File: config.mk
export PLATFORM = sky130hd
export DESIGN_NAME = nrsp_queue
export DESIGN_NICKNAME = d
export VERILOG_FILES = /design/src/rtl/nrsp_pkg.sv /design/src/rtl/nrsp_queue.sv
export SDC_FILE = /design/constraint.sdc
export NUM_CORES = 1
export LEC_CHECK = 0
export ABC_AREA = 1
export BUFFER_PORTS_ARGS = -buffer_cell sky130_fd_sc_hd__buf_2
export CORE_MARGIN = 4
export CORE_UTILIZATION = 52
export DETAILED_ROUTE_END_ITERATION = 8
export GPL_TIMING_DRIVEN = 0
export PLACE_DENSITY = 0.79
export SLEW_MARGIN = 15
export SYNTH_ARGS = -nofsm -noshare
export SYNTH_HDL_FRONTEND = slang
export SYNTH_SLANG_ARGS = --single-unit
File: constraint.sdc
create_clock -name clk -period 2.6 [get_ports clk]
set_input_delay 0.13 -clock clk [delete_from_list [all_inputs] [get_ports clk]]
set_output_delay 0.13 -clock clk [all_outputs]
set_load 0.005 [all_outputs]
File: src/rtl/nrsp_pkg.sv
`timescale 1ns / 1ps
// ----------------------------------------------------------------------------
// nrsp_pkg
// shared types and constants of the nearest ray-sphere pick block
// ----------------------------------------------------------------------------
package nrsp_pkg;

    localparam logic [16:0] RADIUS_SCALE = 17'd114033;
    localparam logic [30:0] DIST_MAX     = 31'h7FFF_FFFF;

    // configuration register indexes
    localparam logic [2:0] REG_ORG_X = 3'd0;
    localparam logic [2:0] REG_ORG_Y = 3'd1;
    localparam logic [2:0] REG_ORG_Z = 3'd2;
    localparam logic [2:0] REG_DIR_X = 3'd3;
    localparam logic [2:0] REG_DIR_Y = 3'd4;
    localparam logic [2:0] REG_DIR_Z = 3'd5;

    // classified body handed from front to back
    typedef struct packed {
        logic               hit;
        logic [30:0]        distance;
        logic               last;
    } body_t;

    // the ray as held in configuration
    typedef struct packed {
        logic signed [31:0] ox;
        logic signed [31:0] oy;
        logic signed [31:0] oz;
        logic signed [17:0] dx;
        logic signed [17:0] dy;
        logic signed [17:0] dz;
    } ray_t;

endpackage

File: src/rtl/nrsp_queue.sv
`timescale 1ns / 1ps
// ----------------------------------------------------------------------------
// nrsp_queue
// two-entry queue of classified bodies between front and back
// ----------------------------------------------------------------------------
module nrsp_queue
(
    input  logic            clk,
    input  logic            rst_n,
    input  logic            wr_valid,
    output logic            wr_stall,
    input  nrsp_pkg::body_t wr_data,
    output logic            rd_valid,
    output nrsp_pkg::body_t rd_data,
    input  logic            rd_stall
);
    import nrsp_pkg::*;

    body_t      mem_reg [2];
    logic       wp_reg, rp_reg;
    logic [1:0] cnt_reg;
    logic       do_wr, do_rd;

    assign wr_stall = (cnt_reg == 2'd2);
    assign rd_valid = (cnt_reg != 2'd0);
    assign rd_data  = mem_reg[rp_reg];
    assign do_wr    = wr_valid && !wr_stall;
    assign do_rd    = rd_valid && !rd_stall;

    // pointers and fill
    always_ff @(posedge clk or negedge rst_n)
    begin
        if (!rst_n)
        begin
            wp_reg  <= 1'b0;
            rp_reg  <= 1'b0;
            cnt_reg <= 2'd0;
        end
        else
        begin
            if (do_wr) wp_reg <= ~wp_reg;
            if (do_rd) rp_reg <= ~rp_reg;
            cnt_reg <= cnt_reg + 2'(do_wr) - 2'(do_rd);
        end
    end

    always_ff @(posedge clk)
    begin
        if (do_wr) mem_reg[wp_reg] <= wr_data;
    end
endmodule

# Yosys cells after proc, flatten, opt, wreduce, memory -nomap -nowiden
# Memories as Yosys holds them, arrays and structs flattened.
# Cells that the tools add are included.
op_classes:
  addsub: 2
  n_eq_ne: 1
  mux: 2
  n_bitwise: 2
  reduce_logical: 5
op_table:
  columns: ["operator", "count"]
  rows:
  - ["adder 2 x 1 -> 2 bit", 1]
  - ["equality test 2 bit, second input constant", 1]
  - ["logical AND 1 bit", 2]
  - ["logical NOT 1 bit", 2]
  - ["2-to-1 mux 1 bit", 2]
  - ["inverter 1 bit", 2]
  - ["nonzero test 2 bit", 1]
  - ["subtractor 2 x 1 -> 2 bit", 1]
totals:
  regBits: 4
  mem_bits_rw: 66
  inputBits: 37
  out_inout_bits: 35
  elab_cells: 16
  memories: 1
mem_list:
  columns: ["memory", "depth", "word_bits", "read_ports", "rd_ports_with_merged_regs", "write_ports", "line", "rtl"]
  rows:
  - ["mem_reg", 2, 33, 1, 0, 1, "nrsp_queue.sv:19", "body_t mem_reg [2];"]

# Longest topological paths before layout
# Gate-level depths: netlist of the first run.
logic_depth:
  ltp_word: 5
  depth_mapped: 10
  mapped_depth_nobuf: 10

# Least setup slack after synthesis of the first run
# No wires, ideal clock.
synth_timing:
  path_kind: "register to register"
  from: "reg cnt_reg[1]"
  to: "mem mem_reg[1][0] (netlist name), enable pin"
  setup_ns: 0.423
  arrival_time_ns: 1.953
  required_time_ns: 2.177
  path_slack_ns: 0.224
  stages_incl_launch_ff: 4
  path_buffers: 0
  synth_period_minus_slack_ns: 2.376
  cell_sequence: "dfrtp_1 > nand2_1 > nand2_1 > nor2_1"
synth_between:
  elab_chain_cells: 5
synth_lines:
  columns: ["element", "line", "rtl"]
  rows:
  - ["from (decl)", "nrsp_queue.sv:21", "logic [1:0] cnt_reg;"]
  - ["from (signal assigned)", "nrsp_queue.sv:43", "cnt_reg <= cnt_reg + 2'(do_wr) - 2'(do_rd);"]
  - ["equality test 2 bit", "nrsp_queue.sv:24", "assign wr_stall = (cnt_reg == 2'd2);"]
  - ["logical NOT 1 bit", "nrsp_queue.sv:27", "assign do_wr = wr_valid && !wr_stall;"]
  - ["logical AND 1 bit", "nrsp_queue.sv:27", null]
  - ["2-to-1 mux 1 bit", "nrsp_queue.sv:49", "if (do_wr) mem_reg[wp_reg] <= wr_data;"]
  - ["2-to-1 mux 1 bit (not written as such)", "nrsp_queue.sv:49", null]
  - ["to (decl)", "nrsp_queue.sv:19", null]
# No other way between the ends.

# Worst setup path after layout of the first run
layout_timing:
  from: "reg cnt_reg[1]"
  to: "mem mem_reg[1][26] (netlist name), enable pin"
# Same word-level chain as after synthesis.

==> results of run 1 <==
## worst max-delay path, cell delays in order, from the launching register on
cell and delay, ns:
dfrtp_1 0.40, nand2_1 0.11, nand2_1 0.13, nor2_4 0.43
buf_16 0.23
## Yosys cell counts, drive strengths merged
library cell and instances:
inv 11, edfxtp 66, nand2 112, dfrtp 4
ha 2, nor2 1, nand3 3, buf 7
## routing by layer
layer / global-route usage / share of wire / vias to the layer above
li1: - / - / 912
met1: 0.2122 / 0.42 / 855
met2: 0.3228 / 0.50 / 70
met3: 0.05305 / 0.063 / 7
met4: 0.07601 / 0.012 / 0
met5: 0 / 0 / -
## what timing repair did
action,4_1_cts,5_1_grt
hold buffers,34,0
endpoints found under the hold margin,70,0
gates resized for setup,0,0
## report_power, final
group	internal, uW	switching [uW]
Sequential	1540	69.8
Clock	436	381
Combinational	536	741
## final cells by class
class	count	area, sq um	area share
plain buffers	7	75.07	0.02034
clock inverters	5	50.05	0.01356
clock buffers	11	131.4	0.03559
inverters	11	48.80	0.01322
repair buffers	106	723.2	0.1959
well taps	67	83.83	0.02271
multi-input cells	118	496.7	0.1346
flip-flops and latches	70	2082	0.5641
## through the flow
| step | total power [uW] | setup TNS (ns) | instance area (sq um) |
|---|---|---|---|
| 3_5_place_dp | 2872 | 0 | 3169 |
| 5_1_grt | 3961 | 0 | 3691 |
| 4_1_cts | 3706 | 0 | 3691 |
| 6_report | 3706 | 0 | 3691 |
| 2_1_floorplan | 2361 | 0 | 2695 |
| 3_3_place_gp | 2818 | -17.66 | 3134 |
## cells by family after synthesis
logic type | count (synthesis)
flops | 70
buf+inv | 18
fa+ha+maj | 2
simple gates | 116
## worst paths after layout
kind                             from              to  slack [ns]  cells after the start
setup / recovery           cnt_reg[1]  mem_reg[1][26]        0.99                      4
hold / removal               rd_stall          rp_reg        0.06                      4
setup reg to reg           cnt_reg[1]  mem_reg[1][26]        0.99                      4
hold reg to reg                wp_reg          wp_reg        0.48                      2
max in group asynchronous       rst_n      cnt_reg[1]        2.33                      2
min in group asynchronous       rst_n          rp_reg        0.14                      2
==> reports/results.env, run 1 <==
FINAL_COMMON_CELL='nand2_1'
DETAILED_ROUTE_WL_MM=5.322
CLKTRANSATPATHREGS_NS=0.07
FLOORPLAN.DIE_AREA_SQ_UM=6398
LARGEST_REGISTER_FFS=66
CTS.SINK_COUNT=70
STARTPOINT_TYPE='flip-flop'
SYNTH.YOSYS.WARNINGS=0
SYNTH_COMPOUND_GATE_AREA_SHARE=0
ROWS=25
DIE_HEIGHT_MICRONS=79.99
DIE_X_MICRONS=79.99
POSTSYNTHREGISTERBITS=70
DETAIL_ROUTE.ITER0.VIOLATIONS=103
SYNTH.AVG_CELL_AREA_SQ_UM=13.08
GRT_ANTENNA_BEFORE_REPAIR=0
PERIOD_SHARE=0.6174
SYNTH_FA_HA_AREA_FRAC=0.009285
DRT.ANTENNA.VIOLATING_NETS=0
FINAL_UTIL=0.7564
PLACEMENT.IO_BUFFERS=71
DRIVE_GT1_FRAC=0.3171
DRC=0
TIMING.FINAL.WS_SETUP_NS=0.9947
OUTCOME='completed'
MAX_FREQ_GHz=0.6229
WORST_PIN_SLEW_NS=0.7262
POWER_PER_CELL_AREA_nW_PER_UM2=1004
GRT_START_MAX_NET_PINS=34
DETAILED_PLACE_HPWL_MM=3.002
YOSYS.AREA_SHARE.SIMPLE=0.1722
ROUTEDWLPERCELL_MICRONS=13.47
TYPE_OF_THE_TIGHTEST_MIN_DELAY_CHECK='primary input to flip-flop'
SYNTH-SEQ-AREA-SHARE=0.7725
AREA_GROWTH_PCT=36.95
POST-CTS-SETUP-BUFFER-COUNT=0
POST_SYNTH_MUX_AREA_SHARE=0
ROUTED-VIA-COUNT=1844
IO_PINS=72
CTS_HTREE_LEVELS=3
POST-PLACE-CELLS=345
GRTUSAGETOTAL=0.1851
SYNTHESIS.INSTANCES=206
FILLER_CELL_COUNT=321
WORST-ENDPOINT-ARRIVAL_NS=1.64
CRITPATHREQUIREDTIME_NS=2.64
TOP_POST_SYNTHESIS_CELLS_BY_AREA='edfxtp_1 74%, nand2_1 14%, dfrtp_1 3.7%'
WIRE_LENGTH_OF_THE_FIRST_GLOBAL_ROUTING_PASS_MM=8.749
TRITONCTS='done'
NUMCTSBUFFERS=9
STARTING_DENSITY_OF_THE_CORE=0.5523
FINAL_CELLS=395
CLOCK_TREE.BUFFER_DEPTH=2
NETS=362
PLACE_CONGESTION=0.6879
RSZ_0062_RAISED_AFTER_GLOBAL_ROUTING='no'
CLOCK_INSERTION_DELAY_WORST_SKEW_NS=0.34
YOSYS.CELL_TYPES.COUNT=12
CORE_AREA_SQ_UM=4880
ROOT_BUFFER='clkbuf_8'
SYNTHESIS.AREA_SQ_UM=2695
FINAL_PERIOD_MINUS_WORST_SETUP_SLACK_NS=1.605
POWER_LEAKAGE_uW=0.001645
CRIT_PATH_MAX_FANOUT=19
SKEW_NS=0.008520
POST-SYNTH-TOP-AREA-FRACTION=0.7354
MAPPEDNETLISTNETS=245
MAXSLEWVIOLCOUNT=0
CP-END-KIND='flip-flop'
SYNTH_XOR_AREA_FRAC=0
DRT-PASS1-ITER-COUNT=4
FINAL-HOLD-VIOLATION-COUNT=0
POST-SYNTH-TOP-AREA-CELL='edfxtp_1'
NUMBER_OF_GLOBAL_ROUTE_VIAS_BEFORE_REPAIR=1937
PLACE_WS_NS=0.9800
GLOBAL_ROUTE.OVERFLOW_TOTAL=0
ANTENNA_CELLS=0
FINALSETUPVIOLCOUNT=0
VDD.IR_DROP.WORST_V=0.0005910
FINAL_CELL_MIX='102 x nand2_1, 71 x buf_2, 66 x edfxtp_1, 34 x dlygate4sd3_1, 10 x nand2_2'
MAXCAPVIOLATIONS=0
CATEGORY_OF_THE_CRITICAL_SETUP_TIMING_PATH='flip-flop to flip-flop'
LARGEST_FAMILY_OF_LOGIC_CELLS_BY_SYNTHESIZED_AREA='simple AND/OR/NAND/NOR gates'
TIMING.HOLD.WS_NS=0.06009
VIA_PER_INST=4.668
WORST_SLEW_MARGIN_REL=0.5152
(Power assumes the default switching activity.)
==> run 2, diff against run 1 <==
Settings changed: CORE_UTILIZATION 52 to 47, PLACE_DENSITY 0.79 to 0.75.
Clock period 2.6 ns to 1.34 ns, I/O delays scaled along.
==> reports/results.env, run 2 (synthesis results as in run 1) <==
DRT.ANTENNA.VIOLATING_NETS=0  # unchanged
PLACEMENT.IO_BUFFERS=71  # unchanged
ANTENNA_CELLS=0  # unchanged
CRITPATHREQUIREDTIME_NS=1.27  # -1.37 ns
REG2REG_FROM='cnt_reg[1]'
LARGEST_REGISTER_FFS=66  # unchanged
WORST_PATH_MAX_DELAY_CELL='dfrtp_1'
DIE_HEIGHT_MICRONS=83.73  # +4.7%
COMB_POWER_SHARE=0.436  # +0.091
FILLER_CELL_COUNT=371  # +16%
ROOT_BUFFER='clkbuf_8'
POST-PLACE-CELLS=349  # +1.2%
WHS_PATH_DEPTH=4  # unchanged
TRITONCTS='done'
SHARE_CLK_OF_TOTAL_POWER=0.202  # -0.018
GRT_START_MAX_NET_PINS=18  # -47%
GRT-BUSIEST-LAYER='met2'
DETAILED_ROUTE_WL_MM=6.405  # +20%
CORE_AREA_SQ_UM=5540  # +14%
STARTPOINT_TYPE='flip-flop'
STARTING_DENSITY_OF_THE_CORE=0.4864  # -0.06586
M2_GR_USAGE=0.3189  # -0.003976
PERIOD_SHARE=1.039
DETAILED_PLACE_HPWL_MM=3.030  # +0.94%
WORSTPATHCELLLIST='buf_6 > clkinv_8 > clkbuf_16 > nand2_2 > nand2_1 > buf_2'
TYPE_OF_THE_TIGHTEST_MIN_DELAY_CHECK='primary input to flip-flop'
GRTUSAGETOTAL=0.1801  # -0.005006
DRC=0  # unchanged
DRIVE_GT1_FRAC=0.4986  # +0.1815
TIMING.FINAL.WS_SETUP_NS=-0.05264  # -1.047 ns
NUMCTSBUFFERS=9  # unchanged
MAXSLEWVIOLCOUNT=0  # unchanged
VIA_PER_INST=4.730  # +1.3%
WIRE_LENGTH_OF_THE_FIRST_GLOBAL_ROUTING_PASS_MM=9.625  # +10%
NETS=386  # +6.6%
CTS_HTREE_LEVELS=3  # unchanged
IO_PINS=72  # unchanged
HOLD_PATH.STARTPOINT='rd_stall'
ROUTED-VIA-COUNT=2001  # +8.5%
FINAL-HOLD-VIOLATION-COUNT=0  # unchanged
FINAL_COMMON_CELL='buf_2'
MAX_FREQ_GHz=0.7181
RSZ_0062_RAISED_AFTER_GLOBAL_ROUTING='yes'
DIE_X_MICRONS=83.73  # +4.7%
CRIT_PATH_MAX_FANOUT=8  # -11
FINALSETUPVIOLCOUNT=39  # +39
FINAL_CELLS=423  # +7.1%
FINAL_PERIOD_MINUS_WORST_SETUP_SLACK_NS=1.393
DETAIL_ROUTE.ITER0.VIOLATIONS=89  # -14%
POWER_PER_CELL_AREA_nW_PER_UM2=2082  # +110%
CRIT_BUF_INV=4  # +3
R2R_ENDPOINT='cnt_reg[1]'
GRT_ANTENNA_BEFORE_REPAIR=0  # unchanged
AREA_GROWTH_PCT=56.41
CELLINTERNALPOWER_uW=5903  # +130%
MAX_STAGE_DELAY_NS=0.34  # -0.09 ns
PLACE_CONGESTION=0.7019  # +2.0%
OUTCOME='finished with violations'
POWER.SHARE.SEQUENTIAL=0.362  # -0.073
CLOCK_INSERTION_DELAY_WORST_SKEW_NS=0.33  # about the same
GRTUSAGEMET1=0.1988  # -0.01340
PATH_DELAY_FAMILY='buffers and inverters'
RRSETUPSLACK_NS=-0.02  # -1.01 ns
MAXCAPVIOLATIONS=0  # unchanged
TIMING.HOLD.WS_NS=0.002765  # -0.05732 ns
FLOORPLAN.DIE_AREA_SQ_UM=7010  # +9.6%
WORST_PIN_SLEW_NS=0.1718  # -0.5544 ns
GLOBAL_ROUTE.OVERFLOW_TOTAL=0  # unchanged
ROWS=27  # +8.0%
ROUTEDWLPERCELL_MICRONS=15.14  # +12%
DRT-PASS1-ITER-COUNT=4  # unchanged
VDD.IR_DROP.WORST_V=0.001298  # +120%
CTS.SINK_COUNT=70  # unchanged
SKEW_NS=0.007010  # -0.001510 ns
CATEGORY_OF_THE_CRITICAL_SETUP_TIMING_PATH='flip-flop to primary output'
P_SW_FRAC=0.3274  # +0.006022
POWER_LEAKAGE_uW=0.001842  # +12%
VIOLATED_CHECKS='setup timing'
NUMBER_OF_GLOBAL_ROUTE_VIAS_BEFORE_REPAIR=2093  # +8.1%
SETUP-TNS-FINAL_NS=-0.7615  # -0.7615 ns
FINAL_CELL_MIX='67 x buf_2, 66 x nand2_1, 66 x edfxtp_1, 40 x nand2_2, 34 x dlygate4sd3_1'
CP-END-KIND='primary output'
CLKTRANSATPATHREGS_NS=0.07  # about the same
POWER.SWITCHING_uW=2874  # +140%
GROUTE.LAYER.MET3.USAGE=0.05331  # +0.0002596
CLOCK_TREE.BUFFER_DEPTH=2  # unchanged
WORST_SLEW_MARGIN_REL=0.8853  # +0.3701
FF2FF_PATH_DEPTH=10  # +6
TIMING.HOLD.WORST_ENDPOINT='rp_reg'
WORST-ENDPOINT-ARRIVAL_NS=1.33  # -0.31 ns
## run 2: power by group through the flow
| stage | sequential, uW | combinational, uW | clock (uW) |
|---|---|---|---|
| after floorplan | 3150 | 1470 | 0 |
| final | 3170 | 3830 | 1770 |
| after global placement | 3170 | 2350 | 0 |
| after detailed placement | 3190 | 2390 | 0 |
| after CTS | 3130 | 3100 | 1760 |
| after global routing | 3210 | 4200 | 1900 |
## run 2: cell type report
class / count / area (sq um) / share of cell area
clock inverters: 5 / 75.07 / 0.01781
well taps: 72 / 90.09 / 0.02137
multi-input cells: 119 / 670.6 / 0.1591
repair buffers: 128 / 1011 / 0.2398
repair inverters: 1 / 7.507 / 0.001781
clock buffers: 10 / 127.6 / 0.03028
plain buffers: 7 / 91.34 / 0.02167
inverters: 11 / 60.06 / 0.01425
flip-flops and latches: 70 / 2082 / 0.4939
## run 2: worst max-delay path by stage
stage	startpoint	endpoint	slack, ns	depth (start not counted)
4_1_cts	rp_reg	rd_data[12]	-0.04	6
3_5_place_dp	cnt_reg[0]	mem_reg[1][14]	-0.42	4
5_1_grt	rp_reg	rd_data[27]	-0.12	6
2_1_floorplan	cnt_reg[1]	mem_reg[1][0]	-0.13	3
3_3_place_gp	cnt_reg[1]	mem_reg[1][20]	-0.41	3
6_report	rp_reg	rd_data[14]	-0.05	6
## run 2: through the flow
step / total power (uW) / util / worst slack [ns] / instance area [sq um]
after floorplan: 4618 / - / -0.1309 / 2716
after global placement: 5516 / 0.5707 / -0.4102 / 3162
after detailed placement: 5574 / 0.5707 / -0.4167 / 3162
after CTS: 7989 / 0.7164 / -0.03842 / 3969
after global routing: 9310 / 0.7608 / -0.1239 / 4215
final: 8776 / 0.7608 / -0.05264 / 4215
## run 2: metal layers
| metal | share of wire | vias up |
|---|---|---|
| met5 | 0 | - |
| met2 | 0.53 | 75 |
| li1 | - | 967 |
| met3 | 0.071 | 14 |
| met1 | 0.38 | 945 |
| met4 | 0.018 | 0 |
## run 2: worst reg2reg max path: cells and delay by family, from the launching register on
family                     cells  cell delay, ns
adders and majority gates      2            0.42
buffers and inverters          4            0.22
DFF                            1            0.41
and+or+nand+nor                4            0.25
## run 2: timing repair
item / in CTS / in global routing
pin swaps: 10 / 16
gates cloned: 2 / 2
endpoints found under the setup margin: 98 / 98
gates resized for setup: 16 / 47
hold endpoints to repair: 70 / 0
hold buffers: 34 / 0
buffers inserted: 16 / 6
==> run 3, diff against run 2 <==
Settings changed: SKIP_CTS_REPAIR_TIMING set to 1.
Clock period 1.34 ns to 1.2 ns, I/O delays scaled along.
==> reports/results.env, run 3 (synthesis results as in run 1) <==
DRT.ANTENNA.VIOLATING_NETS=0  # unchanged
WHS_PATH_DEPTH=4  # unchanged
RRSETUPSLACK_NS=-0.20  # -0.18 ns
FLOORPLAN.DIE_AREA_SQ_UM=7010  # unchanged
CTS.SINK_COUNT=70  # unchanged
WIRE_LENGTH_OF_THE_FIRST_GLOBAL_ROUTING_PASS_MM=7.465  # -22%
TYPE_OF_THE_TIGHTEST_MIN_DELAY_CHECK='primary input to flip-flop'
DIE_X_MICRONS=83.73  # unchanged
WORST-ENDPOINT-ARRIVAL_NS=1.45  # +0.12 ns
POWER_LEAKAGE_uW=0.001798  # -2.4%
CRIT_PATH_MAX_FANOUT=8  # unchanged
DETAIL_ROUTE.ITER0.VIOLATIONS=70  # -21%
SETUP-TNS-FINAL_NS=-11.25  # -10.48 ns
ANTENNA_CELLS=0  # unchanged
CTS_HTREE_LEVELS=3  # unchanged
GLOBAL_ROUTE.OVERFLOW_TOTAL=0  # unchanged
OUTCOME='finished with violations'
R2R_ENDPOINT='mem_reg[1][26]'
FINALSETUPVIOLCOUNT=85  # +120%
IO_PINS=72  # unchanged
DRIVE_GT1_FRAC=0.4588  # -0.03975
WORST_PATH_MAX_DELAY_CELL='dfrtp_2'
CRITPATHREQUIREDTIME_NS=1.25  # -0.02 ns
PLACE_CONGESTION=0.7033  # +0.20%
MAX_STAGE_DELAY_NS=0.44  # +0.10 ns
MAXSLEWVIOLCOUNT=0  # unchanged
TIMING.HOLD.WORST_ENDPOINT='rp_reg'
GRTUSAGETOTAL=0.1403  # -0.03977
TRITONCTS='done'
AREA_GROWTH_PCT=52.37
CLKTRANSATPATHREGS_NS=0.07  # about the same
MAX_FREQ_GHz=0.7160
SKEW_NS=0.008269  # +0.001259 ns
ROUTED-VIA-COUNT=1922  # -3.9%
PLACEMENT.IO_BUFFERS=71  # unchanged
ROUTEDWLPERCELL_MICRONS=14.59  # -3.6%
POST-PLACE-CELLS=349  # unchanged
TIMING.FINAL.WS_SETUP_NS=-0.1966  # -0.1440 ns
CORE_AREA_SQ_UM=5540  # unchanged
WORST_SLEW_MARGIN_REL=0.8845  # about the same
NETS=375  # -2.8%
FF2FF_PATH_DEPTH=5  # -5
CP-END-KIND='flip-flop'
DRT-PASS1-ITER-COUNT=4  # unchanged
PLACE_AREA_SQ_UM=3162  # unchanged
VIA_PER_INST=4.665  # -1.4%
FINAL_CELL_MIX='75 x nand2_1, 69 x buf_2, 66 x edfxtp_1, 34 x dlygate4sd3_1, 26 x nand2_2'
PERIOD_SHARE=1.164
STARTING_DENSITY_OF_THE_CORE=0.4864  # unchanged
POSTLAYOUTCELLAREA_SQ_UM=4106  # -2.6%
GRT_START_MAX_NET_PINS=34  # +16
WORST_PIN_SLEW_NS=0.1728  # +0.001007 ns
FINAL_PERIOD_MINUS_WORST_SETUP_SLACK_NS=1.397
CLOCK_INSERTION_DELAY_WORST_SKEW_NS=0.33  # about the same
DRC=0  # unchanged
DETAILED_ROUTE_WL_MM=6.011  # -6.2%
CATEGORY_OF_THE_CRITICAL_SETUP_TIMING_PATH='flip-flop to flip-flop'
POWER_PER_CELL_AREA_nW_PER_UM2=2290  # +10%
NUMCTSBUFFERS=9  # unchanged
WORSTPATHCELLLIST='nand2_4 > nand2_4 > buf_6 > nor2_4 > clkbuf_16'
FINAL-HOLD-VIOLATION-COUNT=0  # unchanged
RSZ_0062_RAISED_AFTER_GLOBAL_ROUTING='yes'
TIMING.CRITICAL_PATH.MODE_CELL='nand2_4'
ROWS=27  # unchanged
REG2REG_FROM='cnt_reg[1]'
HOLD_PATH.STARTPOINT='rd_stall'
FINAL_CELLS=412  # -2.6%
FINAL_UTIL=0.7412  # -0.01965
LARGEST_REGISTER_FFS=66  # unchanged
DETAILED_PLACE_HPWL_MM=2.922  # -3.6%
VDD.IR_DROP.WORST_V=0.001486  # +14%
VIOLATED_CHECKS='setup timing'
STARTPOINT_TYPE='flip-flop'
DIE_HEIGHT_MICRONS=83.73  # unchanged
MAXCAPVIOLATIONS=0  # unchanged
CLOCK_TREE.BUFFER_DEPTH=2  # unchanged
NUMBER_OF_GLOBAL_ROUTE_VIAS_BEFORE_REPAIR=1683  # -20%
FINAL_COMMON_CELL='nand2_1'
ROOT_BUFFER='clkbuf_8'
GRT_ANTENNA_BEFORE_REPAIR=0  # unchanged
TOTAL_POWER_uW=9405  # +7.2%
-- run 3: cell count changes in the layout (fill, tap and decap cells not counted), moves of 2 or more --
cell     before  now
nand2_1      66   75
nand2_2      40   26
nand2_4       6   11
buf_2        67   69
buf_6         9    5
buf_12        7    5
buf_4        14    5
-- run 3: how the worst max path moves through the flow --
stage                    start              to  slack [ns]  depth (start not counted)
floorplan           cnt_reg[1]   mem_reg[1][0]       -0.27                          3
global placement    cnt_reg[1]  mem_reg[1][14]       -0.56                          3
detailed placement  cnt_reg[1]  mem_reg[1][14]       -0.57                          3
CTS                 cnt_reg[1]  mem_reg[1][18]       -0.58                          3
global route            rp_reg     rd_data[18]       -0.25                          6
finish              cnt_reg[1]  mem_reg[1][26]       -0.20                          5
-- run 3: final cells by class --
cell class	instances	area, sq um
plain buffers	7	87.58
clock buffers	10	127.6
clock inverters	5	75.07
fillers	371	1434
inverters	11	57.56
multi-input cells	119	665.6
flip-flops and latches	70	2083
well taps	72	90.09
repair buffers	117	912.1
repair inverters	1	7.507
-- run 3: routing by layer --
metal  vias to the layer above  part of all wire  GRT usage
met5                         -                 0          0
li1                        946                 -          -
met4                         0            0.0073    0.07018
met3                         5             0.061    0.05133
met1                       914              0.39     0.1533
met2                        57              0.54     0.2393
-- run 3: power by group --
group	total [uW]	internal [uW]	switching [uW]
sequential	3550	3340	210
clock	1950	1150	805
combinational	3900	1850	2040
-- run 3: metrics by stage --
step / hold slack [ns] / worst slack, ns
3_3_place_gp: -0.1294 / -0.5613
5_1_grt: 0.01766 / -0.2545
3_5_place_dp: -0.1239 / -0.5689
6_report: 0.006308 / -0.1966
2_1_floorplan: -0.2356 / -0.2709
4_1_cts: -0.4905 / -0.5824
-- run 3: worst max-delay path: cells and delay by family (launching register included) --
kind / cells / cell delay (ns)
buffers and inverters: 2 / 0.32
flip-flops: 1 / 0.44
AND/OR/NAND/NOR: 3 / 0.35
