<file path="config.mk">
export PLATFORM = sky130hd
export DESIGN_NAME = nrsp_back
export DESIGN_NICKNAME = d
export VERILOG_FILES = /design/src/rtl/nrsp_pkg.sv /design/src/rtl/nrsp_back.sv
export SDC_FILE = /design/constraint.sdc
export NUM_CORES = 1
export LEC_CHECK = 0
export BUFFER_PORTS_ARGS = -buffer_cell sky130_fd_sc_hd__buf_2
export CAP_MARGIN = 30
export CORE_MARGIN = 2
export CORE_UTILIZATION = 40
export CTS_CLUSTER_DIAMETER = 40
export DETAILED_ROUTE_END_ITERATION = 10
export GPL_TIMING_DRIVEN = 1
export PLACE_DENSITY = 0.58
export SLEW_MARGIN = 5
export SYNTH_ARGS = -nofsm -noshare
export SYNTH_HDL_FRONTEND = slang
export SYNTH_SLANG_ARGS = --single-unit
</file>
<file path="constraint.sdc">
create_clock -name clk -period 2.7 [get_ports clk]
set_input_delay 0.135 -clock clk [delete_from_list [all_inputs] [get_ports clk]]
set_output_delay 0.135 -clock clk [all_outputs]
set_load 0.02 [all_outputs]
</file>
<file path="src/rtl/nrsp_pkg.sv">
`timescale 1ns / 1ps
// ----------------------------------------------------------------------------
// nrsp_pkg
// shared types and constants of the nearest ray-sphere pick block
// ----------------------------------------------------------------------------
package nrsp_pkg;

    localparam logic [16:0] RADIUS_SCALE = 17'd114033;
    localparam logic [30:0] DIST_MAX     = 31'h7FFF_FFFF;

    // configuration register indexes
    localparam logic [2:0] REG_ORG_X = 3'd0;
    localparam logic [2:0] REG_ORG_Y = 3'd1;
    localparam logic [2:0] REG_ORG_Z = 3'd2;
    localparam logic [2:0] REG_DIR_X = 3'd3;
    localparam logic [2:0] REG_DIR_Y = 3'd4;
    localparam logic [2:0] REG_DIR_Z = 3'd5;

    // classified body handed from front to back
    typedef struct packed {
        logic               hit;
        logic [30:0]        distance;
        logic               last;
    } body_t;

    // the ray as held in configuration
    typedef struct packed {
        logic signed [31:0] ox;
        logic signed [31:0] oy;
        logic signed [31:0] oz;
        logic signed [17:0] dx;
        logic signed [17:0] dy;
        logic signed [17:0] dz;
    } ray_t;

endpackage

</file>
<file path="src/rtl/nrsp_back.sv">
`timescale 1ns / 1ps
// ----------------------------------------------------------------------------
// nrsp_back
// running nearest-hit compare and result register
// ----------------------------------------------------------------------------
module nrsp_back #(
    parameter int MAX_BODIES = 256
)
(
    input  logic            clk,
    input  logic            rst_n,
    input  logic            q_valid,
    output logic            q_stall,
    input  nrsp_pkg::body_t q_data,
    output logic            out_valid,
    input  logic            out_stall,
    output logic            hit_found,
    output logic [7:0]      hit_index,
    output logic [30:0]     hit_distance
);
    import nrsp_pkg::*;

    localparam int CW = (MAX_BODIES > 2) ? $clog2(MAX_BODIES) : 1;

    logic [31:0]   best_reg;
    logic [7:0]    idx_reg;
    logic          any_reg;
    logic [CW-1:0] cnt_reg;
    logic          ov_reg;
    logic          f_reg;
    logic [7:0]    i_reg;
    logic [30:0]   d_reg;
    logic          take, better;
    logic [7:0]    cnt8;

    assign q_stall = ov_reg && out_stall;
    assign take    = q_valid && !q_stall;
    assign better  = q_data.hit && ({1'b0, q_data.distance} < best_reg);
    assign cnt8    = 8'(cnt_reg);

    // running best and output register
    always_ff @(posedge clk or negedge rst_n)
    begin
        if (!rst_n)
        begin
            best_reg <= 32'hFFFF_FFFF;
            idx_reg  <= '0;
            any_reg  <= 1'b0;
            cnt_reg  <= '0;
            ov_reg   <= 1'b0;
            f_reg    <= 1'b0;
            i_reg    <= '0;
            d_reg    <= '0;
        end
        else if (take && q_data.last)
        begin
            ov_reg   <= 1'b1;
            f_reg    <= better || any_reg;
            i_reg    <= better ? cnt8 : idx_reg;
            d_reg    <= better ? q_data.distance : (any_reg ? best_reg[30:0] : '0);
            best_reg <= 32'hFFFF_FFFF;
            idx_reg  <= '0;
            any_reg  <= 1'b0;
            cnt_reg  <= '0;
        end
        else
        begin
            if (ov_reg && !out_stall) ov_reg <= 1'b0;
            if (take)
            begin
                cnt_reg <= (32'(cnt_reg) == MAX_BODIES - 1) ? '0 : cnt_reg + CW'(1);
                if (better)
                begin
                    best_reg <= {1'b0, q_data.distance};
                    idx_reg  <= cnt8;
                    any_reg  <= 1'b1;
                end
            end
        end
    end

    assign out_valid    = ov_reg;
    assign hit_found    = f_reg;
    assign hit_index    = i_reg;
    assign hit_distance = d_reg;
endmodule

</file>
; Word level (Yosys, flattened, before mapping)
; Cells that the tools add are included.
[classes]
add_sub_neg = 1
n_mul = 0
div_mod_pow = 0
n_lt_le_gt_ge = 1
eq_ne = 1
n_shift = 0
n_mux = 16
n_bitwise = 0
reduce_logical = 12
[ops]
columns = op, count
row1 = $mux W32, 3
row2 = $mux W31, 2
row3 = $mux W8, 6
row4 = $lt A31 B32 Y1, 1
row5 = $add A8 B1 Y8 const B, 1
row6 = $eq A8 B8 Y1 const B, 1
row7 = $reduce_bool A2 Y1, 3
row8 = $logic_and A1 B1 Y1, 5
row9 = $mux W1, 5
row10 = $logic_not A1 Y1, 2
row11 = $reduce_and A2 Y1, 1
row12 = $logic_or A1 B1 Y1, 1
[word_totals]
regBits = 90
latchBits = 0
mem_bits_rw = 0
romBits = 0
inputBits = 37
n_memories = 0

; Depth between registers and ports, before layout
; Gate-level depths: netlist of the first run.
[logic_depth]
depth_word = 6
ltp_mapped = 10
depth_no_buf = 8

; Least setup slack after synthesis of the first run
; OpenSTA, ideal clock, no wires.
[synth_path]
path_kind = register to register
start = reg best_reg[17]
end = reg best_reg[28]
setup_ns = 0.089
t_arrival_ns = 2.393
required_ns = 2.611
setup_slack_ns = 0.218
path_stages_with_launch = 11
n_path_buf = 2
period_less_slack_ns = 2.482
cell_sequence = dfstp_2 > inv_1 > ha_1 > a21oi_1 > o21ai_1 > a221oi_1 > o2111a_1 > clkbuf_1 > buf_2 > a211oi_1 > a211oi_1
[synth_via]
elab_chain_cells = 4
[synth_rtl]
columns = element, line
row1 = from (decl), nrsp_back.sv:25  ; logic [31:0] best_reg;
row2 = from (signal assigned), nrsp_back.sv:74  ; best_reg <= {1'b0, q_data.distance};
row3 = $lt A31 B32 Y1, nrsp_back.sv:38  ; assign better = q_data.hit && ({1'b0, q_data.distance} < best_reg);
row4 = $logic_and A1 B1 Y1, nrsp_back.sv:38
row5 = $reduce_bool A2 Y1 (no line), n/a
row6 = $reduce_and A2 Y1 (no line), n/a
; No other way between the ends.
; A chain may end at the register's enable or synchronous reset.

; Worst setup path in the final report of the first run
[layout_path]
start = reg best_reg[14]
end = reg d_reg[2] (netlist: hit_distance[2])
[layout_via]
elab_chain_cells = 3
[layout_rtl]
columns = element, line
row1 = $lt A31 B32 Y1, nrsp_back.sv:38
row2 = $logic_and A1 B1 Y1, nrsp_back.sv:38
row3 = $mux W31, nrsp_back.sv:60  ; d_reg <= better ? q_data.distance : (any_reg ? best_reg[30:0] : '0);
row4 = to (signal assigned), nrsp_back.sv:60
row5 = to (decl), nrsp_back.sv:32  ; logic [30:0] d_reg;
; No other way between the ends.

==> reports/metrics.yaml, run 1 <==
grt:
  grt_first_pass_wirelength_um: 23150
  grt_max_degree: 45
  groute.usage.overall_pct: 20.51
  antenna_found_initial: 0
  overflow: 0
  number_of_global_route_vias_before_repair: 4516
drt:
  post_drt_wl_per_cell_um: 16.96
  vias: 4614
  drt_iter0_drc: 378
  drc: 0
  drt_pre_antenna_iters: 4
  drt-vias-per-instance: 5.486
  final_antenna_net_count: 0
  route.final.wire_length_um: 14260
sta:
  setup_ws_ns: -0.01925
  post_route_fraction_of_the_period_consumed_by_the_critical_path_pct: 100.7
  clock.fmax_ghz: 0.3677
  finalClockSkew_ns: 0.006024
  timing.final.setup_violations: 5
  hold_violations: 0
  worst_slew_pin_slew_ns: 0.6042
  worst_hold_slack_ns: 0.01211
  period_minus_slack_ns: 2.719
  timing.slew.headroom_pct: 59.72
  final_number_of_max_transition_violations: 0
  rsz0062_at_grt: "true"
floorplanning:
  initial_core_util_pct: 41.11
  pin_count: 79
  fp.dieArea_mm2: 0.01395
  die_width_um: 118.1
  placementRows: 41
  floorplan.core_area_mm2: 0.01267
  chipHeight_um: 118.1
pwr:
  netSwitchingPower_mw: 1.576
  power.combinational.fraction_pct: 33.3
  power.share.clock_pct: 25.3
  power_density_mw_per_mm2: 706.3
  internal_power_mw: 3.050
  swShare_pct: 34.07
  ir_worst_vdd_uv: 307.5
  leakage_power_figure_nw: 3.106
  flop_pwr_share_pct: 41.4
flow_run:
  drv.max_cap_violation_count: 0
logic_synthesis:
  synthSimpleGateAreaFrac_pct: 15.81
  post_synth_inst_count: 558
  syn-cell-area_mm2: 0.005209
  post_synth_num_cell_types: 45
  seq_area_frac_synth_pct: 44.01
  synth.mux.area_fraction_pct: 0.1922
  postSynthAreaPerCell_um2: 9.335
  synth_top_family_by_area: "compound AO/OA/AOI/OAI gates"
  synth_compound_gate_area_share_pct: 24.65
  synth_xor_xnor_area_share_pct: 0
  synth_seq_cells: 90
  yosys_warnings: 0
  adder_cell_fraction_of_synth_area_pct: 7.447
  syn_nets: 626
setup_path:
  startpoint_type: "flip-flop"
  cp_slowest_cell: "sky130_fd_sc_hd__dfstp_2"
  path_delay_family: "compound AO/OA/AOI/OAI gates"
  crit_type: "flip-flop to flip-flop"
  cp_data_required_time_ns: 2.92
  timing.critical_path.cells: "inv_2 > ha_4 > nand4_1 > nor3_2 > buf_4 > a311oi_4 > a311oi_4 > buf_4 > nor3_4 > buf_6 > buf_12 > a221o_1"
  critPathBufInv: 5
  cp.arrival_ns: 2.94
  r2r.worst_path.cells: 12
  timing.critical_path.to_type: "flip-flop"
  cp_num_cells: 12
  crit_path_max_fanout: 8
  worst_path_largest_cell_delay_ns: 0.54
finish:
  finalNetCount: 732
  post-route-cell-area_mm2: 0.006549
  antennaDiodeCount: 0
  max_reg_flops: 32
  regArea_mm2: 0.002292
  flow.area_growth_from_synthesis_pct: 25.73
  drive_gt1_share_pct: 30.64
  finalCoreUtilization_pct: 51.68
  multiInputGateArea_mm2: 0.002605
  fin_cells: 841
  nFillCells: 1211
place:
  postPlaceCellArea_mm2: 0.005991
  detailedPlace.worstSlack_ns: -0.2648
  dpl.cell_count: 810
  post-dp-hpwl_um: 9131
  globalplace.congestion: 0.8008
  io_buffers: 78
clock_tree:
  clock-sinks: 90
  clkLatencyLatePin_ns: 0.35
  cts_inserted_buffers: 9
  cts_root_buffer: "sky130_fd_sc_hd__clkbuf_16"
  clk_pin_slew_ns: 0.06
  cts_tree: "yes"
  htreeDepth: 3
  ctsLongestPathBuffers: 2
worst_hold_path:
  whs_path_depth: 3
  min-delay-path-class: "primary input to flip-flop"
outcome:
  run_status: "finished with violations"
  violated_checks: "negative setup slack"
synth_stat cells:
cell type	instances	share of area (%)
sky130_fd_sc_hd__o2111a_1	1	0.22
sky130_fd_sc_hd__ha_1	31	7.4
sky130_fd_sc_hd__dfstp_2	32	16
sky130_fd_sc_hd__nand2b_1	3	0.36
sky130_fd_sc_hd__nor2_2	1	0.12
sky130_fd_sc_hd__a221oi_1	1	0.17
sky130_fd_sc_hd__o31ai_1	3	0.43
sky130_fd_sc_hd__o21ai_1	6	0.58
sky130_fd_sc_hd__nor4_2	1	0.24
sky130_fd_sc_hd__and2_0	1	0.12
sky130_fd_sc_hd__o21ai_0	18	1.7
sky130_fd_sc_hd__clkbuf_1	23	1.7
sky130_fd_sc_hd__a21oi_2	1	0.17
sky130_fd_sc_hd__buf_2	11	1.1
sky130_fd_sc_hd__a311o_2	1	0.22
sky130_fd_sc_hd__and2_1	32	3.8
sky130_fd_sc_hd__buf_6	4	0.86
sky130_fd_sc_hd__a21o_1	2	0.29
sky130_fd_sc_hd__o2111ai_1	1	0.17
sky130_fd_sc_hd__nand4_1	3	0.36
sky130_fd_sc_hd__a211oi_2	2	0.48
sky130_fd_sc_hd__a31oi_1	8	0.96
sky130_fd_sc_hd__or2_2	1	0.12
sky130_fd_sc_hd__nor3_1	2	0.19
sky130_fd_sc_hd__a211oi_1	60	8.6
sky130_fd_sc_hd__inv_2	1	0.072
sky130_fd_sc_hd__nor2b_1	1	0.12
sky130_fd_sc_hd__a21boi_0	1	0.14
sky130_fd_sc_hd__mux2i_1	1	0.19
sky130_fd_sc_hd__and4_1	2	0.34
sky130_fd_sc_hd__and3_1	10	1.2
sky130_fd_sc_hd__nor3_2	3	0.58
sky130_fd_sc_hd__o311ai_1	8	1.3
sky130_fd_sc_hd__nand3_1	12	1.2
sky130_fd_sc_hd__inv_1	54	3.9
sky130_fd_sc_hd__dfrtp_1	58	28
sky130_fd_sc_hd__o21a_1	1	0.14
sky130_fd_sc_hd__nand2_1	36	2.6
sky130_fd_sc_hd__buf_1	1	0.072
sky130_fd_sc_hd__nor2_1	62	4.5
sky130_fd_sc_hd__a2111o_1	1	0.22
sky130_fd_sc_hd__a311oi_2	2	0.58
sky130_fd_sc_hd__a221o_1	32	6.1
sky130_fd_sc_hd__buf_4	2	0.29
sky130_fd_sc_hd__a21oi_1	21	2.0
worst paths after layout:
kind,start,to,slack [ns]
setup reg to reg,best_reg[14],hit_distance[2],-0.02
setup / recovery,best_reg[14],hit_distance[2],-0.02
min in group asynchronous,rst_n,hit_distance[12],0.35
hold / removal,q_data[25],best_reg[24],0.01
max in group asynchronous,rst_n,best_reg[27],1.65
hold reg to reg,hit_found,hit_found,0.50
cell families (layout without fill, tap and decap cells):
family / Yosys count / in the layout
adder cells (fa/ha/maj): 31 / 31
AND/OR/NAND/NOR: 170 / 170
multiplexers: 1 / 1
flip-flops: 90 / 90
buffers and inverters: 96 / 207
AO/OA/AOI/OAI: 170 / 170
layer usage:
metal | part of all wire, % | up-vias | track usage [%]
met5 | 0 | - | 0
met3 | 4.3 | 21 | 2.810
li1 | - | 2227 | -
met4 | 1.9 | 0 | 8.057
met1 | 47 | 2236 | 28.48
met2 | 47 | 130 | 32.33
cell usage in the layout (no fill, tap or decap), types with 10 or more instances in the layout:
cell	n
sky130_fd_sc_hd__nor2_1	62
sky130_fd_sc_hd__dfstp_2	32
sky130_fd_sc_hd__and2_1	32
sky130_fd_sc_hd__nand2_1	36
sky130_fd_sc_hd__nand3_1	12
sky130_fd_sc_hd__and3_1	10
sky130_fd_sc_hd__buf_2	77
sky130_fd_sc_hd__dfrtp_1	58
sky130_fd_sc_hd__clkbuf_16	10
sky130_fd_sc_hd__o21ai_0	17
sky130_fd_sc_hd__ha_1	28
sky130_fd_sc_hd__a221o_1	32
sky130_fd_sc_hd__inv_1	51
sky130_fd_sc_hd__a21oi_1	20
sky130_fd_sc_hd__a211oi_1	60
sky130_fd_sc_hd__buf_4	42
stage by stage:
step | total power [mW] | setup TNS (ns)
6_report | 4.626 | -0.04656
5_1_grt | 4.922 | -2.933
4_1_cts | 4.588 | 0
3_5_place_dp | 3.389 | -6.830
3_3_place_gp | 3.350 | -6.245
2_1_floorplan | 2.812 | 0
worst reg2reg max path: cells and delay by family, from the launching register on:
| kind | cells | cell delay [ns] |
|---|---|---|
| AOI/OAI and AO/OA | 3 | 0.73 |
| buffers and inverters | 5 | 0.66 |
| DFF | 1 | 0.54 |
| and+or+nand+nor | 3 | 0.42 |
| adders and majority gates | 1 | 0.27 |
cell type report:
cell class,instances,area share [%]
flip-flops and latches,90,35.00
repair buffers,136,14.62
well taps,172,3.286
inverters,55,3.152
clock buffers,11,3.707
multi-input cells,372,39.78
clock inverters,5,0.4585
power by group through the flow:
stage               logic (mW)  clock network [mW]  registers, mW
finish                    1.54                1.17           1.92
global route              1.70                1.26           1.96
CTS                       1.46                1.21           1.92
detailed placement        1.45                   0           1.94
global placement          1.42                   0           1.93
floorplan                0.704                   0           2.11
timing repair:
action	4_1_cts	5_1_grt
endpoints found under the hold margin	22	0
cloned	0	4
setup buffers	3	7
pin swaps	3	7
setup endpoints to repair	43	72
hold buffers	1	0
resized for setup	1	30
Power figures use the tool's default switching activity.
==> inputs of run 2 (changes only) <==
==> constraint.sdc (replaced) <==
create_clock -name clk -period 2.7 [get_ports clk]
set_input_delay 0 -clock clk [delete_from_list [all_inputs] [get_ports clk]]
set_output_delay 0 -clock clk [all_outputs]
set_load 0.02 [all_outputs]
==> reports/metrics.yaml, run 2 (synthesized netlist as in run 1, its figures left out) <==
clock_tree:
  cts_inserted_buffers: 9  # unchanged
  clk_pin_slew_ns: 0.06  # about the same
  htreeDepth: 3  # unchanged
  ctsLongestPathBuffers: 2  # unchanged
  cts_root_buffer: "sky130_fd_sc_hd__clkbuf_16"
  clock-sinks: 90  # unchanged
  cts_tree: "yes"
  clkLatencyLatePin_ns: 0.35  # about the same
pwr:
  swShare_pct: 32.62  # -1.4 points
  ir_worst_vdd_uv: 310.6  # +1.0%
  power.share.clock_pct: 28.2  # +2.9 points
  netSwitchingPower_mw: 1.597  # +1.4%
  power.combinational.fraction_pct: 32.5  # -0.8 points
  leakage_power_figure_nw: 3.295  # +6.1%
  design_power_total_mw: 4.896  # +5.9%
  flop_pwr_share_pct: 39.2  # -2.2 points
  internal_power_mw: 3.299  # +8.2%
  power_density_mw_per_mm2: 704.5  # -0.26%
sta:
  setup_ws_ns: 0.06154  # +0.08079 ns
  post_route_fraction_of_the_period_consumed_by_the_critical_path_pct: 97.72  # -3.0 points
  final_number_of_max_transition_violations: 0  # unchanged
  period_minus_slack_ns: 2.638  # -0.08079 ns
  timing.slew.headroom_pct: 55.01  # -4.7 points
  rsz0062_at_grt: "true"
  worst_slew_pin_slew_ns: 0.6749  # +0.07073 ns
  timing.final.setup_violations: 0  # -5
  fin_setup_tns_ns: 0  # +0.04656 ns
  clock.fmax_ghz: 0.3790  # +3.1%
  hold_violations: 0  # unchanged
  finalClockSkew_ns: 0.006018  # -0.000006220 ns
grt:
  number_of_global_route_vias_before_repair: 4780  # +5.8%
  antenna_found_initial: 0  # unchanged
  grt_first_pass_wirelength_um: 24210  # +4.6%
  overflow: 0  # unchanged
  groute.usage.overall_pct: 21.54  # +1.0 points
  grt_max_degree: 59  # +31%
finish:
  nFillCells: 1147  # -5.3%
  layout_common_cells: "sky130_fd_sc_hd__buf_2 (77), sky130_fd_sc_hd__nor2_1 (62), sky130_fd_sc_hd__dfrtp_1 (58), sky130_fd_sc_hd__a211oi_1 (55), sky130_fd_sc_hd__inv_1 (53)"
  finalNetCount: 766  # +4.6%
  drive_gt1_share_pct: 29.34  # -1.3 points
  max_reg_flops: 32  # unchanged
  layout.cells.most_common: "sky130_fd_sc_hd__buf_2"
  antennaDiodeCount: 0  # unchanged
  flow.area_growth_from_synthesis_pct: 33.44
  post-route-cell-area_mm2: 0.006950  # +6.1%
drt:
  drt-vias-per-instance: 5.534  # +0.87%
  drt_pre_antenna_iters: 5  # +1
  route.final.wire_length_um: 14820  # +3.9%
  vias: 4837  # +4.8%
  drt_iter0_drc: 349  # -7.7%
  drc: 0  # unchanged
  final_antenna_net_count: 0  # unchanged
  post_drt_wl_per_cell_um: 16.95  # about the same
floorplanning:
  fp.dieArea_mm2: 0.01395  # unchanged
  die_width_um: 118.1  # unchanged
  floorplan.core_area_mm2: 0.01267  # unchanged
  chipHeight_um: 118.1  # unchanged
  pin_count: 79  # unchanged
  initial_core_util_pct: 41.11  # unchanged
  placementRows: 41  # unchanged
outcome:
  run_status: "finished, final reports clean"
place:
  globalplace.congestion: 0.7830  # -2.2%
  detailedPlace.worstSlack_ns: -0.3019  # -0.03716 ns
  post-dp-hpwl_um: 9115  # -0.18%
  io_buffers: 78  # unchanged
  postPlaceCellArea_mm2: 0.005983  # -0.13%
worst_hold_path:
  min-delay-path-class: "primary input to async pin"
setup_path:
  cp.arrival_ns: 2.87  # -0.07 ns
  cp_data_required_time_ns: 2.93  # about the same
  timing.critical_path.to_type: "flip-flop"
  startpoint_type: "flip-flop"
  crit_type: "flip-flop to flip-flop"
  crit_path_max_fanout: 21  # +13
flow_run:
  drv.max_cap_violation_count: 0  # unchanged
## run 2: cell count changes in the layout (fill, tap and decap cells not counted), sizes merged
cell | before | now
clkbuf | 12 | 14
clkinv | 3 | 0
clkdlybuf4s15 | 1 | 0
buf | 133 | 135
clkinvlp | 2 | 0
bufinv | 0 | 2
dlygate4sd3 | 1 | 34
## run 2: power groups by stage
| stage | Sequential (mW) | Combinational (mW) | Clock, mW |
|---|---|---|---|
| 6_report | 1.92 | 1.59 | 1.38 |
| 5_1_grt | 1.96 | 1.76 | 1.48 |
| 3_5_place_dp | 1.94 | 1.45 | 0 |
| 2_1_floorplan | 2.11 | 0.704 | 0 |
| 4_1_cts | 1.92 | 1.50 | 1.41 |
| 3_3_place_gp | 1.93 | 1.42 | 0 |
## run 2: through the flow
stage	util, %	cells	hold slack, ns
floorplan	-	558	-0.2956
global placement	47.22	809	0.008848
detailed placement	47.22	809	0.01146
CTS	52.73	861	0.1656
global route	54.85	874	0.2161
finish	54.85	874	0.1734
## run 2: path summary, 6_finish.rpt
| check | startpoint | to | slack [ns] | cells past startpoint |
|---|---|---|---|---|
| min | rst_n | hit_distance[12] | 0.17 | 2 |
| max | best_reg[1] | hit_distance[29] | 0.06 | 8 |
| min reg2reg | best_reg[31] | best_reg[31] | 0.49 | 2 |
| max in group asynchronous | rst_n | best_reg[26] | 1.80 | 3 |
| min in group clk | q_valid | hit_index[4] | 0.19 | 6 |
| max reg2reg | best_reg[1] | hit_distance[29] | 0.06 | 8 |
## run 2: repair_timing
action	in CTS	in global routing
endpoints found under the hold margin	103	0
setup buffers	3	10
hold buffers	34	0
gates cloned	0	3
endpoints found under the setup margin	48	76
pin swaps	2	11
resized for setup	2	33
## run 2: area by class of cell
class                           count  area, um2  share of cell area [%]
Timing Repair Buffer              170       1290                   18.56
Inverter                           55      206.4                   2.970
Clock buffer                       13      260.3                   3.744
Sequential cell                    90       2292                   32.98
Multi-Input combinational cell    372       2626                   37.79
Tap cell                          172      215.2                   3.096
Clock inverter                      2      60.06                  0.8641
## run 2: routing by layer
| metal | GRT usage [%] | part of all wire, % | up-vias |
|---|---|---|---|
| met5 | 0 | 0 | - |
| met4 | 10.69 | 1.9 | 0 |
| met3 | 2.810 | 3.6 | 15 |
| met2 | 33.09 | 48 | 122 |
| met1 | 29.82 | 47 | 2401 |
| li1 | - | - | 2299 |
## run 2: critical path, stage by stage (launching register included)
cell and delay, ns:
sky130_fd_sc_hd__dfstp_2 0.53, sky130_fd_sc_hd__inv_1 0.04, sky130_fd_sc_hd__ha_1 0.26, sky130_fd_sc_hd__a2111o_1 0.42, sky130_fd_sc_hd__a311oi_4 0.34, sky130_fd_sc_hd__a311o_2 0.30, sky130_fd_sc_hd__a21oi_2 0.08, sky130_fd_sc_hd__buf_6 0.18
sky130_fd_sc_hd__a221o_1 0.37
==> inputs of run 3 (changes only) <==
- CORE_UTILIZATION: 40 -> 50
- PLACE_DENSITY: 0.58 -> 0.7
==> reports/metrics.yaml, run 3 (synthesized netlist as in run 1, its figures left out) <==
outcome:
  run_status: "finished, final reports clean"
finish:
  layout_common_cells: "sky130_fd_sc_hd__buf_2 (77), sky130_fd_sc_hd__nor2_1 (62), sky130_fd_sc_hd__dfrtp_1 (58), sky130_fd_sc_hd__inv_1 (54), sky130_fd_sc_hd__a211oi_1 (52)"
  post-route-cell-area_mm2: 0.006599  # -5.1%
  drive_gt1_share_pct: 27.57  # -1.8 points
  multiInputGateArea_mm2: 0.002609  # -0.67%
  max_reg_flops: 32  # unchanged
  layout.cells.most_common: "sky130_fd_sc_hd__buf_2"
  finalNetCount: 745  # -2.7%
  fin_cells: 818  # -6.4%
  nFillCells: 816  # -29%
  flow.area_growth_from_synthesis_pct: 26.69
  regArea_mm2: 0.002292  # unchanged
  antennaDiodeCount: 0  # unchanged
pwr:
  design_power_total_mw: 4.501  # -8.1%
  leakage_power_figure_nw: 3.142  # -4.6%
  ir_worst_vdd_uv: 362.9  # +17%
  power_density_mw_per_mm2: 682.1  # -3.2%
setup_path:
  startpoint_type: "flip-flop"
  path_delay_family: "compound AO/OA/AOI/OAI gates"
  cp_slowest_cell: "sky130_fd_sc_hd__dfstp_2"
  crit_type: "flip-flop to flip-flop"
  r2r_end: "hit_distance[26]"
  cp_data_required_time_ns: 2.95  # +0.02 ns
  crit_path_max_fanout: 21  # unchanged
  r2r.worst_path.cells: 8  # unchanged
  cp.arrival_ns: 2.90  # +0.03 ns
  worst_path_largest_cell_delay_ns: 0.54  # about the same
  timing.critical_path.cells: "inv_1 > ha_1 > a2111o_1 > a311oi_4 > a311o_2 > a21oi_2 > buf_8 > a221o_1"
  timing.critical_path.to_type: "flip-flop"
  worst-r2r-setup-slack_ns: 0.05  # about the same
  critPathBufInv: 2  # unchanged
  regToRegStartpoint: "best_reg[1]"
sta:
  finalClockSkew_ns: 0.01008  # +0.004063 ns
  rsz0062_at_grt: "true"
  post_route_fraction_of_the_period_consumed_by_the_critical_path_pct: 98.18  # +0.46 points
  worst_hold_slack_ns: 0.1275  # -0.04583 ns
  timing.slew.headroom_pct: 55.25  # +0.25 points
  fin_setup_tns_ns: 0  # unchanged
  worst_slew_pin_slew_ns: 0.6712  # -0.003679 ns
  final_number_of_max_transition_violations: 0  # unchanged
  clock.fmax_ghz: 0.3772  # -0.47%
  hold_violations: 0  # unchanged
  timing.final.setup_violations: 0  # unchanged
  period_minus_slack_ns: 2.651  # +0.01249 ns
place:
  post-dp-hpwl_um: 8701  # -4.5%
  globalplace.congestion: 0.8491  # +8.4%
  dpl.cell_count: 760  # -6.1%
  postPlaceCellArea_mm2: 0.005828  # -2.6%
  io_buffers: 78  # unchanged
floorplanning:
  chipHeight_um: 106.1  # -10%
  placementRows: 37  # -9.8%
  die_width_um: 106.1  # -10%
  pin_count: 79  # unchanged
  floorplan.core_area_mm2: 0.01023  # -19%
  initial_core_util_pct: 50.91  # +9.8 points
  fp.dieArea_mm2: 0.01125  # -19%
grt:
  grt_first_pass_wirelength_um: 23220  # -4.1%
  groute.usage.overall_pct: 25.70  # +4.2 points
  overflow: 0  # unchanged
  number_of_global_route_vias_before_repair: 4693  # -1.8%
  grt_max_degree: 60  # +1.7%
  antenna_found_initial: 0  # unchanged
clock_tree:
  clk_pin_slew_ns: 0.09  # +0.03 ns
  cts_inserted_buffers: 9  # unchanged
  clkLatencyLatePin_ns: 0.37  # +0.02 ns
  cts_root_buffer: "sky130_fd_sc_hd__clkbuf_8"
  htreeDepth: 3  # unchanged
  cts_tree: "yes"
  clock-sinks: 90  # unchanged
  ctsLongestPathBuffers: 2  # unchanged
worst_hold_path:
  holdPathEnd: "cnt8[7]"
  min-delay-path-class: "primary input to flip-flop"
  whs_path_depth: 5
  hp_start: "q_valid"
drt:
  drt_iter0_drc: 201  # -42%
  route.final.wire_length_um: 13810  # -6.8%
  drc: 0  # unchanged
  drt_pre_antenna_iters: 5  # unchanged
  drt-vias-per-instance: 5.762  # +4.1%
  vias: 4713  # -2.6%
  final_antenna_net_count: 0  # unchanged
  post_drt_wl_per_cell_um: 16.88  # -0.45%
flow_run:
  drv.max_cap_violation_count: 0  # unchanged
run 3: cell types whose count changed in the layout (fill, tap and decap cells not counted), sizes merged:
cell	previous run	this run
clkinvlp	0	1
buf	135	115
clkinv	0	1
clkbuf	14	11
bufinv	2	3
run 3: metrics by stage:
step	worst slack, ns	util (%)
2_1_floorplan	0.2178	-
3_3_place_gp	-0.04365	56.96
3_5_place_dp	-0.07024	56.96
4_1_cts	-0.02675	63.31
5_1_grt	-0.02416	64.50
6_report	0.04905	64.50
run 3: final cells by class:
cell class / count / area share (%)
sequential: 90 / 34.74
clock buffer: 11 / 1.991
timing repair buffer: 149 / 16.48
multi-input combinational: 372 / 39.53
tap: 136 / 2.579
clock inverter: 5 / 1.555
inverter: 55 / 3.129
run 3: layer usage:
| metal | GRT usage [%] | wire length (um) | share of wire (%) | vias up |
|---|---|---|---|---|
| met4 | 7.707 | 176 | 1.3 | 0 |
| met2 | 42.63 | 6706 | 49 | 137 |
| met1 | 34.83 | 6225 | 45 | 2306 |
| li1 | - | - | - | 2251 |
| met3 | 4.108 | 697 | 5.0 | 19 |
| met5 | 0 | 0 | 0 | - |
run 3: repair_timing:
item | 4_1_cts | 5_1_grt
hold buffers | 34 | 0
hold endpoints to repair | 106 | 0
setup buffers | 5 | 3
endpoints found under the setup margin | 43 | 81
pin swaps | 2 | 8
resized for setup | 4 | 23
run 3: worst reg2reg max path: cells and delay by family (launching register included):
kind                     cells  cell delay [ns]
adder cells (fa/ha/maj)      1             0.27
buffers and inverters        2             0.21
AO/OA/AOI/OAI                5             1.51
flip-flops                   1             0.54
run 3: power breakdown:
part | switching [mW] | total, mW | internal [mW]
logic | 0.825 | 1.46 | 0.637
clock network | 0.489 | 1.10 | 0.615
registers | 0.215 | 1.93 | 1.72
total | 1.53 | 4.50 | 2.97
run 3: worst max path at each step:
| stage | depth (start not counted) | end | startpoint |
|---|---|---|---|
| 2_1_floorplan | 10 | best_reg[28] | best_reg[17] |
| 3_3_place_gp | 10 | best_reg[19] | best_reg[14] |
| 3_5_place_dp | 9 | hit_distance[27] | best_reg[17] |
| 4_1_cts | 8 | hit_distance[26] | best_reg[1] |
| 5_1_grt | 8 | hit_distance[26] | best_reg[1] |
| 6_report | 8 | hit_distance[26] | best_reg[1] |
